$ cat config.mk
export PLATFORM = sky130hd
export DESIGN_NAME = triangle_grid_cell_outliner_top
export DESIGN_NICKNAME = d
export VERILOG_FILES = /design/src/hw/rtl/tgco_pkg.sv /design/src/hw/rtl/tgco_csr.sv /design/src/hw/rtl/tgco_map.sv /design/src/hw/rtl/tgco_edge.sv /design/src/hw/rtl/triangle_grid_cell_outliner_top.sv
export SDC_FILE = /design/constraint.sdc
export NUM_CORES = 1
export LEC_CHECK = 0
export ABC_AREA = 1
export BUFFER_PORTS_ARGS = -buffer_cell sky130_fd_sc_hd__clkbuf_2
export CORE_MARGIN = 2
export CORE_UTILIZATION = 45
export CTS_CLUSTER_DIAMETER = 30
export DETAILED_ROUTE_END_ITERATION = 16
export MAX_ROUTING_LAYER = met4
export PLACE_DENSITY = 0.68
export SLEW_MARGIN = 0
export SYNTH_ARGS = -nofsm -noshare
export SYNTH_HDL_FRONTEND = slang
export SYNTH_HIERARCHICAL = 1
export SYNTH_SLANG_ARGS = --single-unit
$ cat constraint.sdc
create_clock -name clock -period 5.8 [get_ports clock]
set_input_delay 0.58 -clock clock [delete_from_list [all_inputs] [get_ports clock]]
set_output_delay 0.58 -clock clock [all_outputs]
set_load 0.01 [all_outputs]
$ cat src/hw/rtl/tgco_pkg.sv
package tgco_pkg;

   // fixed field widths
   localparam int SCREEN_W   = 10;
   localparam int INV_W      = 14;
   localparam int EDGE_THR_W = 15;
   localparam int CURSOR_W   = 16;
   localparam int TRI_W      = 12;
   localparam int CSR_IDX_W  = 3;
   localparam int CSR_DATA_W = 16;

   // parameter defaults
   localparam int CELL_WIDTH_DEF  = 2;
   localparam int CELL_HEIGHT_DEF = 4;
   localparam int FRAC_BITS_DEF   = 16;
   localparam int SCREEN_BITS_DEF = 10;

   // register reset values
   localparam logic [INV_W-1:0]      INV_SIZE_RST     = INV_W'(4681);
   localparam logic [INV_W-1:0]      INV_HEIGHT_RST   = INV_W'(5405);
   localparam logic [EDGE_THR_W-1:0] BORDER_WIDTH_RST = EDGE_THR_W'(6554);

   typedef enum logic [CSR_IDX_W-1:0] {
      CSR_ORIGIN_COL   = 3'd0,
      CSR_ORIGIN_ROW   = 3'd1,
      CSR_INV_SIZE     = 3'd2,
      CSR_INV_HEIGHT   = 3'd3,
      CSR_BORDER_WIDTH = 3'd4,
      CSR_CURSOR_COL   = 3'd5,
      CSR_CURSOR_ROW   = 3'd6,
      CSR_CURSOR_HALF  = 3'd7
   } csr_index_type;

   typedef enum logic [1:0] {
      GLYPH_BLANK      = 2'd0,
      GLYPH_SLASH      = 2'd1,
      GLYPH_BACKSLASH  = 2'd2,
      GLYPH_UNDERSCORE = 2'd3
   } glyph_type;

   typedef struct packed {
      logic [SCREEN_W-1:0]        origin_col;
      logic [SCREEN_W-1:0]        origin_row;
      logic [INV_W-1:0]           inv_size;
      logic [INV_W-1:0]           inv_height;
      logic [EDGE_THR_W-1:0]      border_width;
      logic signed [CURSOR_W-1:0] cursor_col;
      logic signed [CURSOR_W-1:0] cursor_row;
      logic                       cursor_half;
   } cfg_type;

   // grid position of one request, handed from mapping to edge selection
   typedef struct packed {
      logic                    valid;
      logic [TRI_W-1:0]        tri_col;
      logic [TRI_W-1:0]        tri_row;
      logic                    tri_half;
      logic                    on_cursor;
   } pos_type;

endpackage

$ cat src/hw/rtl/tgco_csr.sv
module tgco_csr (
   input  logic                             clock,
   input  logic                             reset,
   input  logic                             csr_wr_en,
   input  logic [tgco_pkg::CSR_IDX_W-1:0]   csr_index,
   input  logic [tgco_pkg::CSR_DATA_W-1:0]  csr_wr_data,
   output tgco_pkg::cfg_type                cfg
);
   import tgco_pkg::*;

   cfg_type cfg_ff, cfg_in;

   always_comb begin
      cfg_in = cfg_ff;
      if (csr_wr_en) begin
         unique case (csr_index_type'(csr_index))
            CSR_ORIGIN_COL:   cfg_in.origin_col   = csr_wr_data[SCREEN_W-1:0];
            CSR_ORIGIN_ROW:   cfg_in.origin_row   = csr_wr_data[SCREEN_W-1:0];
            CSR_INV_SIZE:     cfg_in.inv_size     = csr_wr_data[INV_W-1:0];
            CSR_INV_HEIGHT:   cfg_in.inv_height   = csr_wr_data[INV_W-1:0];
            CSR_BORDER_WIDTH: cfg_in.border_width = csr_wr_data[EDGE_THR_W-1:0];
            CSR_CURSOR_COL:   cfg_in.cursor_col   = $signed(csr_wr_data[CURSOR_W-1:0]);
            CSR_CURSOR_ROW:   cfg_in.cursor_row   = $signed(csr_wr_data[CURSOR_W-1:0]);
            CSR_CURSOR_HALF:  cfg_in.cursor_half  = csr_wr_data[0];
         endcase
      end
   end

   always_ff @(posedge clock) begin
      if (reset) begin
         cfg_ff.origin_col   <= '0;
         cfg_ff.origin_row   <= '0;
         cfg_ff.inv_size     <= INV_SIZE_RST;
         cfg_ff.inv_height   <= INV_HEIGHT_RST;
         cfg_ff.border_width <= BORDER_WIDTH_RST;
         cfg_ff.cursor_col   <= '0;
         cfg_ff.cursor_row   <= '0;
         cfg_ff.cursor_half  <= 1'b0;
      end else begin
         cfg_ff <= cfg_in;
      end
   end

   assign cfg = cfg_ff;

endmodule

$ cat src/hw/rtl/tgco_map.sv
module tgco_map #(
   parameter int CELL_WIDTH  = tgco_pkg::CELL_WIDTH_DEF,
   parameter int CELL_HEIGHT = tgco_pkg::CELL_HEIGHT_DEF,
   parameter int FRAC_BITS   = tgco_pkg::FRAC_BITS_DEF,
   parameter int SCREEN_BITS = tgco_pkg::SCREEN_BITS_DEF
) (
   input  logic                           clock,
   input  logic                           reset,
   input  logic                           take,
   input  logic [tgco_pkg::SCREEN_W-1:0]  cell_col,
   input  logic [tgco_pkg::SCREEN_W-1:0]  cell_row,
   input  tgco_pkg::cfg_type              cfg,
   output tgco_pkg::pos_type              pos,
   output logic [FRAC_BITS-1:0]           frac_a,
   output logic [FRAC_BITS-1:0]           frac_b
);
   import tgco_pkg::*;

   localparam int SW   = SCREEN_BITS + 1;
   localparam int PXW  = SW + $clog2(CELL_WIDTH + 1);
   localparam int PYW  = SW + $clog2(CELL_HEIGHT + 1);
   localparam int PAW  = PXW + INV_W + 1;
   localparam int PBW  = PYW + INV_W + 1;
   localparam int AW   = ((PAW > PBW) ? PAW : PBW) + 1;
   localparam int CIW  = AW - FRAC_BITS;
   localparam int RIW  = PBW - FRAC_BITS;
   localparam int CMW0 = (CIW > RIW) ? CIW : RIW;
   localparam int CMPW = (CMW0 > CURSOR_W) ? CMW0 : CURSOR_W;

   // stage 0: offset and scale to sub-pixels
   logic [SCREEN_BITS-1:0] col_cut, row_cut, org_col_cut, org_row_cut;
   logic signed [SW-1:0]   dx, dy;
   logic signed [PXW-1:0]  px_ff, px_in;
   logic signed [PYW-1:0]  py_ff, py_in;
   logic                   v0_ff;

   assign col_cut     = SCREEN_BITS'(cell_col);
   assign row_cut     = SCREEN_BITS'(cell_row);
   assign org_col_cut = SCREEN_BITS'(cfg.origin_col);
   assign org_row_cut = SCREEN_BITS'(cfg.origin_row);
   assign dx    = $signed({1'b0, col_cut}) - $signed({1'b0, org_col_cut});
   assign dy    = $signed({1'b0, row_cut}) - $signed({1'b0, org_row_cut});
   assign px_in = PXW'(dx) * $signed(PXW'(CELL_WIDTH));
   assign py_in = PYW'(dy) * $signed(PYW'(CELL_HEIGHT));

   // stage 1: scale by the reciprocals
   logic signed [PAW-1:0] pa_ff, pa_in;
   logic signed [PBW-1:0] b_ff, b_in;
   logic                  v1_ff;

   assign pa_in = PAW'(px_ff) * $signed({1'b0, cfg.inv_size});
   assign b_in  = PBW'(py_ff) * $signed({1'b0, cfg.inv_height});

   // stage 2: slant, split integer and fraction, cursor match
   logic signed [AW-1:0]   a;
   logic signed [CIW-1:0]  c;
   logic signed [RIW-1:0]  r;
   logic [FRAC_BITS:0]     frac_sum;
   logic                   up;
   pos_type                pos_ff, pos_in;
   logic [FRAC_BITS-1:0]   fa_ff, fb_ff;

   assign a        = AW'(pa_ff) - AW'(b_ff >>> 1);
   assign c        = a[AW-1:FRAC_BITS];
   assign r        = b_ff[PBW-1:FRAC_BITS];
   assign frac_sum = {1'b0, a[FRAC_BITS-1:0]} + {1'b0, b_ff[FRAC_BITS-1:0]};
   assign up       = frac_sum[FRAC_BITS];

   always_comb begin
      pos_in.valid     = v1_ff;
      pos_in.tri_col   = TRI_W'(c);
      pos_in.tri_row   = TRI_W'(r);
      pos_in.tri_half  = up;
      pos_in.on_cursor = (CMPW'(c) == CMPW'(cfg.cursor_col)) &&
                         (CMPW'(r) == CMPW'(cfg.cursor_row)) &&
                         (up == cfg.cursor_half);
   end

   always_ff @(posedge clock) begin
      if (reset) begin
         v0_ff        <= 1'b0;
         v1_ff        <= 1'b0;
         pos_ff.valid <= 1'b0;
      end else begin
         v0_ff        <= take;
         v1_ff        <= v0_ff;
         pos_ff.valid <= pos_in.valid;
      end
      px_ff              <= px_in;
      py_ff              <= py_in;
      pa_ff              <= pa_in;
      b_ff               <= b_in;
      pos_ff.tri_col     <= pos_in.tri_col;
      pos_ff.tri_row     <= pos_in.tri_row;
      pos_ff.tri_half    <= pos_in.tri_half;
      pos_ff.on_cursor   <= pos_in.on_cursor;
      fa_ff              <= a[FRAC_BITS-1:0];
      fb_ff              <= b_ff[FRAC_BITS-1:0];
   end

   assign pos    = pos_ff;
   assign frac_a = fa_ff;
   assign frac_b = fb_ff;

endmodule

$ cat src/hw/rtl/tgco_edge.sv
module tgco_edge #(
   parameter int FRAC_BITS = tgco_pkg::FRAC_BITS_DEF
) (
   input  logic                             clock,
   input  logic                             reset,
   input  tgco_pkg::pos_type                pos,
   input  logic [FRAC_BITS-1:0]             frac_a,
   input  logic [FRAC_BITS-1:0]             frac_b,
   input  logic [tgco_pkg::EDGE_THR_W-1:0]  border_width,
   output logic                             rsp_valid,
   output logic [tgco_pkg::TRI_W-1:0]       rsp_tri_col,
   output logic [tgco_pkg::TRI_W-1:0]       rsp_tri_row,
   output logic                             rsp_tri_half,
   output logic [1:0]                       rsp_glyph,
   output logic                             rsp_on_cursor
);
   import tgco_pkg::*;

   localparam int DW = FRAC_BITS + 1;
   localparam int TW = (DW > EDGE_THR_W) ? DW : EDGE_THR_W;
   localparam logic [DW-1:0] ONE = DW'(1) << FRAC_BITS;

   logic [DW-1:0] fa, fb, sum, l1, l2, l3, m1, m;
   glyph_type     g1, g2, g3, gm1, gm, glyph_in, glyph_ff;
   pos_type       pos_ff;

   assign fa  = DW'(frac_a);
   assign fb  = DW'(frac_b);
   assign sum = fa + fb;

   always_comb begin
      if (!pos.tri_half) begin
         l1 = ONE - sum;  g1 = GLYPH_SLASH;
         l2 = fa;         g2 = GLYPH_BACKSLASH;
         l3 = fb;         g3 = GLYPH_UNDERSCORE;
      end else begin
         l1 = ONE - fb;   g1 = GLYPH_UNDERSCORE;
         l2 = sum - ONE;  g2 = GLYPH_SLASH;
         l3 = ONE - fa;   g3 = GLYPH_BACKSLASH;
      end
      // strict compares keep the earlier edge on ties
      m1  = (l2 < l1) ? l2 : l1;
      gm1 = (l2 < l1) ? g2 : g1;
      m   = (l3 < m1) ? l3 : m1;
      gm  = (l3 < m1) ? g3 : gm1;
      glyph_in = (TW'(m) >= TW'(border_width)) ? GLYPH_BLANK : gm;
   end

   always_ff @(posedge clock) begin
      if (reset) begin
         pos_ff.valid <= 1'b0;
      end else begin
         pos_ff.valid <= pos.valid;
      end
      pos_ff.tri_col   <= pos.tri_col;
      pos_ff.tri_row   <= pos.tri_row;
      pos_ff.tri_half  <= pos.tri_half;
      pos_ff.on_cursor <= pos.on_cursor;
      glyph_ff         <= glyph_in;
   end

   assign rsp_valid     = pos_ff.valid;
   assign rsp_tri_col   = pos_ff.tri_col;
   assign rsp_tri_row   = pos_ff.tri_row;
   assign rsp_tri_half  = pos_ff.tri_half;
   assign rsp_on_cursor = pos_ff.on_cursor;
   assign rsp_glyph     = glyph_ff;

endmodule

$ cat src/hw/rtl/triangle_grid_cell_outliner_top.sv
// Channel   Handshake              Payload
// request   start, busy            req_cell_col, req_cell_row
// result    rsp_valid (strobe)     rsp_tri_col, rsp_tri_row, rsp_tri_half, rsp_glyph,
//                                  rsp_on_cursor
// csr       csr_wr_en              csr_index, csr_wr_data
//
// One request per clock; busy stays low. Each result is strobed after the four
// register stages: scale, reciprocal multiply, slant/split, edge select.
// Synchronous reset clears the pipeline valids and loads the register defaults.
// Results are shown for one cycle; the receiver cannot stall.
module triangle_grid_cell_outliner_top #(
   parameter int CELL_WIDTH  = tgco_pkg::CELL_WIDTH_DEF,
   parameter int CELL_HEIGHT = tgco_pkg::CELL_HEIGHT_DEF,
   parameter int FRAC_BITS   = tgco_pkg::FRAC_BITS_DEF,
   parameter int SCREEN_BITS = tgco_pkg::SCREEN_BITS_DEF
) (
   input  logic                             clock,
   input  logic                             reset,
   input  logic                             start,
   output logic                             busy,
   input  logic [tgco_pkg::SCREEN_W-1:0]    req_cell_col,
   input  logic [tgco_pkg::SCREEN_W-1:0]    req_cell_row,
   output logic                             rsp_valid,
   output logic [tgco_pkg::TRI_W-1:0]       rsp_tri_col,
   output logic [tgco_pkg::TRI_W-1:0]       rsp_tri_row,
   output logic                             rsp_tri_half,
   output logic [1:0]                       rsp_glyph,
   output logic                             rsp_on_cursor,
   input  logic                             csr_wr_en,
   input  logic [tgco_pkg::CSR_IDX_W-1:0]   csr_index,
   input  logic [tgco_pkg::CSR_DATA_W-1:0]  csr_wr_data
);
   import tgco_pkg::*;

   cfg_type              cfg;
   pos_type              pos;
   logic [FRAC_BITS-1:0] frac_a, frac_b;
   logic                 take;

   assign busy = 1'b0;
   assign take = start && !busy;

   tgco_csr u_csr (
      .clock       (clock),
      .reset       (reset),
      .csr_wr_en   (csr_wr_en),
      .csr_index   (csr_index),
      .csr_wr_data (csr_wr_data),
      .cfg         (cfg)
   );

   tgco_map #(
      .CELL_WIDTH  (CELL_WIDTH),
      .CELL_HEIGHT (CELL_HEIGHT),
      .FRAC_BITS   (FRAC_BITS),
      .SCREEN_BITS (SCREEN_BITS)
   ) u_map (
      .clock    (clock),
      .reset    (reset),
      .take     (take),
      .cell_col (req_cell_col),
      .cell_row (req_cell_row),
      .cfg      (cfg),
      .pos      (pos),
      .frac_a   (frac_a),
      .frac_b   (frac_b)
   );

   tgco_edge #(
      .FRAC_BITS (FRAC_BITS)
   ) u_edge (
      .clock         (clock),
      .reset         (reset),
      .pos           (pos),
      .frac_a        (frac_a),
      .frac_b        (frac_b),
      .border_width  (cfg.border_width),
      .rsp_valid     (rsp_valid),
      .rsp_tri_col   (rsp_tri_col),
      .rsp_tri_row   (rsp_tri_row),
      .rsp_tri_half  (rsp_tri_half),
      .rsp_glyph     (rsp_glyph),
      .rsp_on_cursor (rsp_on_cursor)
   );

   a_latency: assert property (@(posedge clock) disable iff (reset)
      take |=> ##3 rsp_valid)
      else $error("request did not produce a result after four cycles");

   a_no_spurious: assert property (@(posedge clock) disable iff (reset)
      rsp_valid |-> $past(take, 4))
      else $error("result without a matching request");

   a_cursor_match: assert property (@(posedge clock) disable iff (reset)
      rsp_valid && rsp_on_cursor |->
         rsp_tri_half == cfg.cursor_half &&
         rsp_tri_col == cfg.cursor_col[TRI_W-1:0] &&
         rsp_tri_row == cfg.cursor_row[TRI_W-1:0])
      else $error("cursor flag set for a different triangle");

endmodule

After elaboration in Yosys (flattened, before gate mapping):

Cells that the tools add are included.
Widths: inputs -> output; s select.

* add/subtract/negate cells: 9
* mux-type cells: 10
* reductions and logical operators: 11
* multipliers: 2
* equal/unequal tests: 10
* magnitude comparators: 3

Operator list (number)
* $mux 17: 5
* $mul 11x15->26: 2
* $add 16x16->17: 2
* $lt 17x17->1: 2
* $sub 17x16->17 const A: 2
* $eq 12x16->1: 2
* $sub 27x27->28: 1
* $sub 10x10->11: 2
* $ge 17x15->1: 1
* $sub 17x17->17 const A: 1
* $sub 17x17->17 const B: 1
* $reduce_and 2->1: 8
* $eq 3x3->1 const B: 4
* $mux 2: 4
* $eq 3x2->1 const B: 2
* $eq 3x1->1 const B: 1
* $logic_not 3->1: 1
* $logic_and 1x1->1: 2
* $eq 1x1->1: 1
* $mux 1: 1

* bits in registers: 263
* input port bits: 43
* output and inout bits: 30
* logic and storage cells: 72

Logic depth before layout (Yosys ltp):

Gate-level depths: netlist of the first run.

* word-level depth: 8
* mapped depth: 51
* gate-level depth less buffers: 48

Hierarchy:

Netlist of the first run, hierarchy kept.

By module, submodules not included
* tgco_map: seq. area each 2642.5 um^2, cells each 2213, times used 1, area each 16975.0 um^2
* tgco_edge: seq. area each 580.6 um^2, cells each 737, times used 1, area each 4431.8 um^2
* tgco_csr: seq. area each 1921.8 um^2, cells each 533, times used 1, area each 3773.6 um^2
* triangle_grid_cell_outliner_top: seq. area each 0.0 um^2, cells each 2, times used 1, area each 11.3 um^2

Worst setup path before layout of the first run:

OpenSTA, ideal clock, no wires.

* path kind: flip-flop to flip-flop
* start: register u_map.fa_ff[3], in the netlist u_map/frac_a[3]
* end: register u_edge.glyph_ff[1], in the netlist u_edge/rsp_glyph[1]
* period minus slack after synthesis: 5.894 ns
* path slack: -0.094 ns
* path buffers: 2
* data arrival time: 5.781 ns
* stages on the path, launching flop included: 46
* setup time: 0.113 ns
* cell sequence: dfxtp_1 ha_1 a21oi_1 nand2_1 nand2_1 nand2_1 nand2_1 nand3_1 nand2_1 nand3_2 nor3_4 nand3_2 nor2_1 nand2_1 nand2_1 inv_1 ha_1 nand3_1 [10 not listed] o221ai_1 a21oi_1 nand2_1 inv_2 clkbuf_1 o21ai_0 ha_1 nand2_1 nor2_1 nand3b_1 o2111ai_1 a31oi_1 o21ai_0 a31oi_1 nand2_1 inv_1 nand2_1 nor2_1

* cells in the longest elaborated chain, start to end: 8
* elaborated cells between the ends (all ways): 14

Ends and longest elaborated chain
* start: declaration: RTL line tgco_map.sv:61 `logic [FRAC_BITS-1:0] fa_ff, fb_ff;`
* start signal: assignment: RTL line tgco_map.sv:97 `fa_ff <= a[FRAC_BITS-1:0];`
* $add 16x16->17: RTL line tgco_edge.sv:29 `assign sum = fa + fb;`
* $sub 17x17->17, on equally long branches: RTL line tgco_edge.sv:38, tgco_edge.sv:33
* $mux 17: RTL line tgco_edge.sv:32 `if (!pos.tri_half) begin`
* $lt 17x17->1: RTL line tgco_edge.sv:42, tgco_edge.sv:43
* $mux 17: RTL line tgco_edge.sv:42 `m1 = (l2 < l1) ? l2 : l1;`
* $lt 17x17->1: RTL line tgco_edge.sv:44, tgco_edge.sv:45
* $mux 17: RTL line tgco_edge.sv:44 `m = (l3 < m1) ? l3 : m1;`
* $ge 17x15->1: RTL line tgco_edge.sv:46 `glyph_in = (TW'(m) >= TW'(border_width)) ? GLYPH_BLANK : gm;`
* end signal: assignment: RTL line tgco_edge.sv:59 `glyph_ff <= glyph_in;`
* end: declaration: RTL line tgco_edge.sv:24 `glyph_type g1, g2, g3, gm1, gm, glyph_in, glyph_ff;`

Parallel ways exist; a longest one is shown, timed or not.
A chain may end at the register's enable or synchronous reset.

Final worst setup path of the first run:

* start: register u_map.fb_ff[3], in the netlist u_map/frac_b[3]
* end: register u_edge.glyph_ff[1], in the netlist u_edge/rsp_glyph[1]

* cells in the longest elaborated chain, start to end: 8
* elaborated cells between the ends (all ways): 14

Ends and longest elaborated chain
* start: declaration: RTL line tgco_map.sv:61
* start signal: assignment: RTL line tgco_map.sv:98 `fb_ff <= b_ff[FRAC_BITS-1:0];`
* $add 16x16->17: RTL line tgco_edge.sv:29
* $sub 17x17->17, on equally long branches: RTL line tgco_edge.sv:38, tgco_edge.sv:33
* $mux 17: RTL line tgco_edge.sv:32
* $lt 17x17->1: RTL line tgco_edge.sv:42, tgco_edge.sv:43
* $mux 17: RTL line tgco_edge.sv:42
* $lt 17x17->1: RTL line tgco_edge.sv:44, tgco_edge.sv:45
* $mux 17: RTL line tgco_edge.sv:44
* $ge 17x15->1: RTL line tgco_edge.sv:46

Parallel ways exist; a longest one is shown, timed or not.

==> results of run 1 <==
## timing repair
| item | 4_1_cts | 5_1_grt |
|---|---|---|
| gates cloned | 1 | 4 |
| setup buffers | 8 | 17 |
| setup endpoints to repair | 2 | 2 |
| pin swaps | 6 | 88 |
| gates resized for setup | 44 | 174 |
## kinds of logic (layout without fill, tap and decap cells)
group,Yosys count,in the layout,share of synthesized area
xor+xnor,99,99,0.0350
buf+inv,837,1124,0.128
flops,257,257,0.204
compound gates,266,266,0.0601
fa+ha+maj,499,499,0.313
other cells,2,4,0.000298
simple gates,1525,1525,0.259
## placed cells by master, fill, tap and decap left out, types with 16 or more instances in the layout
cell | Yosys | final
a21oi_1 | 114 | 100
clkbuf_16 | 0 | 60
nand4_1 | 26 | 26
dfxtp_1 | 257 | 237
nand2_2 | 27 | 66
nand2_1 | 881 | 831
clkbuf_2 | 0 | 71
buf_4 | 12 | 197
dfxtp_2 | 0 | 20
o21ai_1 | 13 | 21
fa_1 | 220 | 220
nand3_2 | 10 | 22
xnor2_1 | 42 | 41
ha_4 | 0 | 20
ha_1 | 279 | 256
nand3_1 | 201 | 185
inv_2 | 12 | 20
or2_2 | 18 | 18
inv_6 | 0 | 16
o21ai_0 | 71 | 53
xor2_1 | 56 | 54
nor2_1 | 289 | 276
a31oi_1 | 16 | 16
nor2_2 | 18 | 28
inv_1 | 724 | 715
## state kept, by name, summed over array words and instances (netlist names)
signal and flops:
u_csr/cfg 96, u_map/pos 27, u_map/b_ff 26, u_map/pa_ff 26, u_map/frac_a 15, u_map/frac_b 14, u_edge/rsp_tri_col 12, u_edge/rsp_tri_row 12
u_map/px_ff 11, u_map/py_ff 11, u_edge/rsp_glyph 2, u_edge/rsp_on_cursor 1, u_edge/rsp_tri_half 1, u_edge/rsp_valid 1, u_map/v0_ff 1, u_map/v1_ff 1
## cell type report
| type | count | area, um^2 |
|---|---|---|
| fill | 5214 | 24600 |
| multi-input combinational | 2393 | 17600 |
| sequential | 257 | 5170 |
| inverter | 739 | 2780 |
| timing repair buffer | 279 | 2060 |
| clock buffer | 59 | 1440 |
| tap | 748 | 936 |
| clock inverter | 47 | 596 |
## per-layer routing
metal,global-route usage,vias to the layer above,wire (um)
met4,0.0738,0,2140
met2,0.414,609,33000
met5,-,-,0
li1,-,11100,-
met3,0.0336,118,3530
met1,0.321,10500,31300
## per-stage QoR
stage | cell area (um^2) | cells | TNS [ps]
floorplan | 25200 | 3487 | 0
global placement | 27400 | 4387 | -845
detailed placement | 27400 | 4387 | -1150
global route | 30600 | 4522 | -1750
CTS | 29700 | 4502 | -817
finish | 30600 | 4522 | -1200
## worst paths after layout
check,to,slack [ps],cells past startpoint
max,u_edge/rsp_glyph[1]$_SDFF_PP0_,-610,45
min,u_map/v0_ff$_SDFF_PP0_,130,3
max reg2reg,u_edge/rsp_glyph[1]$_SDFF_PP0_,-610,45
min reg2reg,u_edge/rsp_tri_row[4]$_DFF_P_,320,0
## tightest hold or removal path, stage by stage
cell and delay [ps]:
clkbuf_2 80, inv_1 40, nor2_1 30
==> impl_metrics.tcl, run 1 <==
set metrics [dict create \
    hp-start "start" \
    number_of_library_cell_types_mapped_by_synthesis 66 \
    hold_path_class "input port to register" \
    max-clock-path-buffers 3 \
    slew_violations 0 \
    first_global_vias 21900 \
    antenna_left 0 \
    timing.final.crit_period_ps 6410 \
    synth.yosys.warnings 6 \
    globalRouteOverflowTotal 0 \
    worst-path-max-fanout 9 \
    groute.usage.overall 0.251 \
    failing_checks "setup timing" \
    yosysSeqAreaShare 0.204 \
    drc_violation_count_after_routing 0 \
    antenna-diode-count 0 \
    grt_max_degree 97 \
    final-hold-violation-count 0 \
    outcome "complete, but fails checks" \
    io_pins 73 \
    crit_type "register to register" \
    finalSetupViolCount 2 \
    finalWorstSetupSlack_ps -606 \
    clock_skew_ps 58.6 \
    synth_top_flop_cell "dfxtp_1" \
    achievable-frequency_mhz 156 \
    vias_per_instance 4.95 \
    antenna_violations_before_repair 2 \
    rsz0062_at_grt "yes" \
    fp.dieH_um 241 \
    syn_avg_cell_area_um2 7.23 \
    placement.io_buffers 71 \
    cts_root_buf "clkbuf_16" \
    normalized_max_slew_margin 0.211 \
    startpoint_type "register" \
    fraction_of_registers_with_async_set_or_reset_after_synthesis 0 \
    gp_routability_congestion 0.943 \
    totalWireLength_um 69900 \
    worst_path_largest_cell_delay_ps 330 \
    timing_worst_slew_pin_value_ps 1180 \
    placement_row_count 86 \
    netlist_area_um2 25200 \
    nNetsFinal 4268 \
    cap_viol_max_count 0 \
    fp.coreArea_um2 55200 \
    cts_num_sinks 257 \
    final.hold.worst_slack_ps 131 \
    final.period_utilization 1.10 \
    route.detailed.wl_per_inst_um 15.5 \
    starting_density 0.456 \
    netlist_top_cells_area "dfxtp_1 (20%), fa_1 (17%), ha_1 (14%)" \
    cp_top_family "simple AND/OR/NAND/NOR gates" \
    timing.critical_path.mode_cell "nand2_2" \
    htree_num_levels 2 \
    worst_path_required_ps 6320 \
    number_of_instances_in_the_synthesized_netlist 3485 \
    cts-buffers-inserted 56 \
    yosysTopAreaCell "dfxtp_1" \
    synth.cells.most_frequent "nand2_1 (881), inv_1 (724), nor2_1 (289)" \
    clkLatencyLatePin_ps 640 \
    place_worst_setup_slack_ps -575 \
    timing.critical_path.buf_inv 8 \
    drt-pass1-iter-count 6 \
    drt_first_iter_violations 1504 \
    yosys_register_bits 257 \
    count_leader_synth "nand2_1" \
    die_boundary_width_um 241 \
    grt_first_pass_wirelength_um 112000 \
    areaGrowthSynthToFinish_pct 21.6 \
    clk_transition_reported_paths_ps 50 \
    synth_edf_count 0 \
    final_cell_utilization_of_the_core 0.555 \
    dieArea_um2 57900 \
    cts.hold.buffers_added 0 \
    detailroute.via_count 22400 \
    arrival_ps 6930 \
    tritoncts "yes" \
    detailed_placement_hpwl_um 55600 \
    crit_slowest_cell "dfxtp_2" \
    cp-startpoint "u_map/frac_b[3]$_DFF_P_" \
    end_kind "register" \
    layout-drive-gt1-share 0.178 \
    netlist.area_leader.share 0.204 \
    timing.rr.start "u_map/frac_b[3]$_DFF_P_" \
]
Power of run 1 is not shown: default switching activity piles up to over one toggle a cycle in this logic, so the estimate is an artifact.
==> inputs of run 2 (changes only) <==
--- a/config.mk
+++ b/config.mk
@@ -16,5 +16,4 @@
 export SLEW_MARGIN = 0
 export SYNTH_ARGS = -nofsm -noshare
 export SYNTH_HDL_FRONTEND = slang
-export SYNTH_HIERARCHICAL = 1
 export SYNTH_SLANG_ARGS = --single-unit
==> run 2 against run 1 <==
Effect of this change:
- the flow still finishes with violations (setup timing)
- hold slack better by 48 ps
- cell count shrank 11%
- critical endpoint is now u_edge.rsp_glyph[0]$_SDFF_PP0_
- wire length decreased by 10%
- clock-buffer cell count decreased by 1
- die area down 5.7%
- highest routed layer unchanged
- core utilization decreased by 1.8 points
==> impl_metrics.tcl, run 2 <==
set metrics [dict create \
    outcome "complete, but fails checks" \
    failing_checks "setup timing" \
    worst-path-max-fanout 7 \
    count_leader_synth "nand2_1" \
    synth.yosys.warnings 0 \
    worst_path_largest_cell_delay_ps 480 \
    finalWorstSetupSlack_ps -319 \
    clk_transition_reported_paths_ps 50 \
    worst_path_required_ps 6310 \
    max-clock-path-buffers 3 \
    cts_num_sinks 257 \
    normalized_max_slew_margin 0.246 \
    timing.reg2reg.setup_slack_ps -320 \
    nNetsFinal 3847 \
    largest_register_ff_count 96 \
    groute.usage.overall 0.244 \
    fp.coreArea_um2 52300 \
    placement.io_buffers 71 \
    synth_top_flop_cell "dfxtp_1" \
    tritoncts "yes" \
    globalRouteOverflowTotal 0 \
    yosys_register_bits 257 \
    timing.critical_path.buf_inv 7 \
    hp-start "start" \
    timing.final.crit_period_ps 6120 \
    mostFrequentLayoutCells "nand2_1 (650), inv_1 (622), ha_1 (273)" \
    antenna_left 0 \
    detailed_placement_hpwl_um 49900 \
    startpoint_type "register" \
    gp_routability_congestion 0.931 \
    hold_end "u_map.v0_ff$_SDFF_PP0_" \
    timing.rr.start "u_map.frac_a[2]$_DFF_P_" \
    timing.rr.end "u_edge.rsp_glyph[0]$_SDFF_PP0_" \
    end_kind "register" \
    fp.dieH_um 234 \
    hold_path_class "input port to register" \
    finish.cell_count_without_fillers 4044 \
    postLayoutCellArea_um2 28100 \
    achievable-frequency_mhz 163 \
    slew_violations 0 \
    detailroute.via_count 20400 \
    antenna_violations_before_repair 0 \
    number_of_library_cell_types_mapped_by_synthesis 59 \
    synth.cells.most_frequent "nand2_1 (657), inv_1 (627), ha_1 (275)" \
    cap_viol_max_count 0 \
    grt_first_pass_wirelength_um 102000 \
    layout-drive-gt1-share 0.139 \
    synth_fp_nets 3646 \
    cp_top_family "compound AO/OA/AOI/OAI gates" \
    crit_slowest_cell "fa_2" \
    netlist_area_um2 23700 \
    yosysTopAreaCell "dfxtp_1" \
    route.detailed.wl_per_inst_um 15.5 \
    most_frequent_standard_cell_in_the_layout_excluding_fill_and_tap_cells "nand2_1" \
    yosysSeqAreaShare 0.217 \
    netlist_top_cells_area "dfxtp_1 (22%), fa_1 (19%), ha_1 (14%)" \
    placed_cells_incl_taps 3920 \
    synth_edf_count 0 \
    io_pins 73 \
    netlist.area_leader.share 0.217 \
    final.period_utilization 1.05 \
    vias_per_instance 5.05 \
    r2r.worst_path.cells 43 \
    rsz0062_at_grt "yes" \
    finalSetupViolCount 2 \
    grt_max_degree 97 \
    placement_row_count 84 \
    first_global_vias 20200 \
    timing_worst_slew_pin_value_ps 1130 \
    drt_first_iter_violations 1293 \
    final-hold-violation-count 0 \
    fraction_of_registers_with_async_set_or_reset_after_synthesis 0 \
    clock_skew_ps 33.8 \
    arrival_ps 6630 \
    final_cell_utilization_of_the_core 0.537 \
    dieArea_um2 54600 \
    timing.critical_path.mode_cell "nand2_1" \
    crit_type "register to register" \
    syn_avg_cell_area_um2 7.64 \
    drt-pass1-iter-count 5 \
    drc_violation_count_after_routing 0 \
    number_of_instances_in_the_synthesized_netlist 3108 \
    die_boundary_width_um 234 \
    starting_density 0.454 \
    clkLatencyLatePin_ps 610 \
    hold_depth 3 \
    placed_area_um2 25700 \
    cts-buffers-inserted 55 \
    totalWireLength_um 62900 \
    areaGrowthSynthToFinish_pct 18.3 \
    cts_root_buf "clkbuf_16" \
    htree_num_levels 2 \
]
## run 2: changes by cell type after synthesis, moves of 12 or more
cell,delta
inv_1,-97
buf_2,-12
xnor2_1,-13
o21ai_0,+106
a21oi_1,+53
nand2_1,-224
nor2_1,-78
clkbuf_1,+20
o211ai_1,+13
nand2_2,-13
nand3_1,-113
## run 2: worst min-delay path, delay by kind of cell
family,cells,cell delay (ps)
AND/OR/NAND/NOR,1,30
buffers and inverters,2,120
## run 2: cell families (layout without fill, tap and decap cells)
group                    count (synthesis)  after routing  share of synthesized area
AND/OR/NAND/NOR                       1088           1088                      0.194
buffers and inverters                  727            974                      0.117
adder cells (fa/ha/maj)                495            495                      0.330
AO/OA/AOI/OAI                          440            440                      0.102
flip-flops                             257            257                      0.217
XOR/XNOR                               100            100                     0.0400
other                                    1              2                   0.000158
## run 2: cell type report
cell class | instances | area [um^2]
multi-input combinational | 2124 | 16000
clock buffer | 58 | 1420
timing repair buffer | 235 | 1670
clock inverter | 45 | 544
fill | 4898 | 24300
sequential | 257 | 5150
inverter | 636 | 2390
tap | 688 | 861
antenna | 1 | 2.50
## run 2: worst max path at each step
stage / from / to / slack [ps] / cells after the start
after global routing: u_map.frac_a[2]$_DFF_P_ / u_edge.rsp_glyph[0]$_SDFF_PP0_ / -740 / 44
after detailed placement: u_map.frac_a[2]$_DFF_P_ / u_edge.rsp_glyph[0]$_SDFF_PP0_ / -270 / 40
after floorplan: u_map.frac_a[2]$_DFF_P_ / u_edge.rsp_glyph[0]$_SDFF_PP0_ / 2 / 46
after CTS: u_map.frac_a[2]$_DFF_P_ / u_edge.rsp_glyph[0]$_SDFF_PP0_ / -140 / 41
after global placement: u_map.frac_a[2]$_DFF_P_ / u_edge.rsp_glyph[0]$_SDFF_PP0_ / -150 / 42
final: u_map.frac_a[2]$_DFF_P_ / u_edge.rsp_glyph[0]$_SDFF_PP0_ / -320 / 43
## run 2: through the flow
stage | hold slack, ps | setup WS [ps] | setup TNS, ps
after CTS | 156 | -141 | -255
after global placement | 310 | -148 | -290
final | 179 | -319 | -606
after global routing | 196 | -739 | -1450
after floorplan | 310 | 2.22 | 0
after detailed placement | 312 | -273 | -520
## run 2: what timing repair did
item / CTS / global route
hold buffers: 0 / 0
gates resized for setup: 31 / 49
endpoints found under the setup margin: 2 / 6
setup buffers: 6 / 10
gates cloned: 2 / 2
pin swaps: 6 / 35
## run 2: layer usage
metal	share of wire	GRT usage	up-vias
met1	0.44	0.311	9622
met3	0.061	0.0363	125
met5	0	-	-
li1	-	-	10100
met2	0.46	0.394	589
met4	0.033	0.0839	0
Power of run 2 is left out for the same reason.
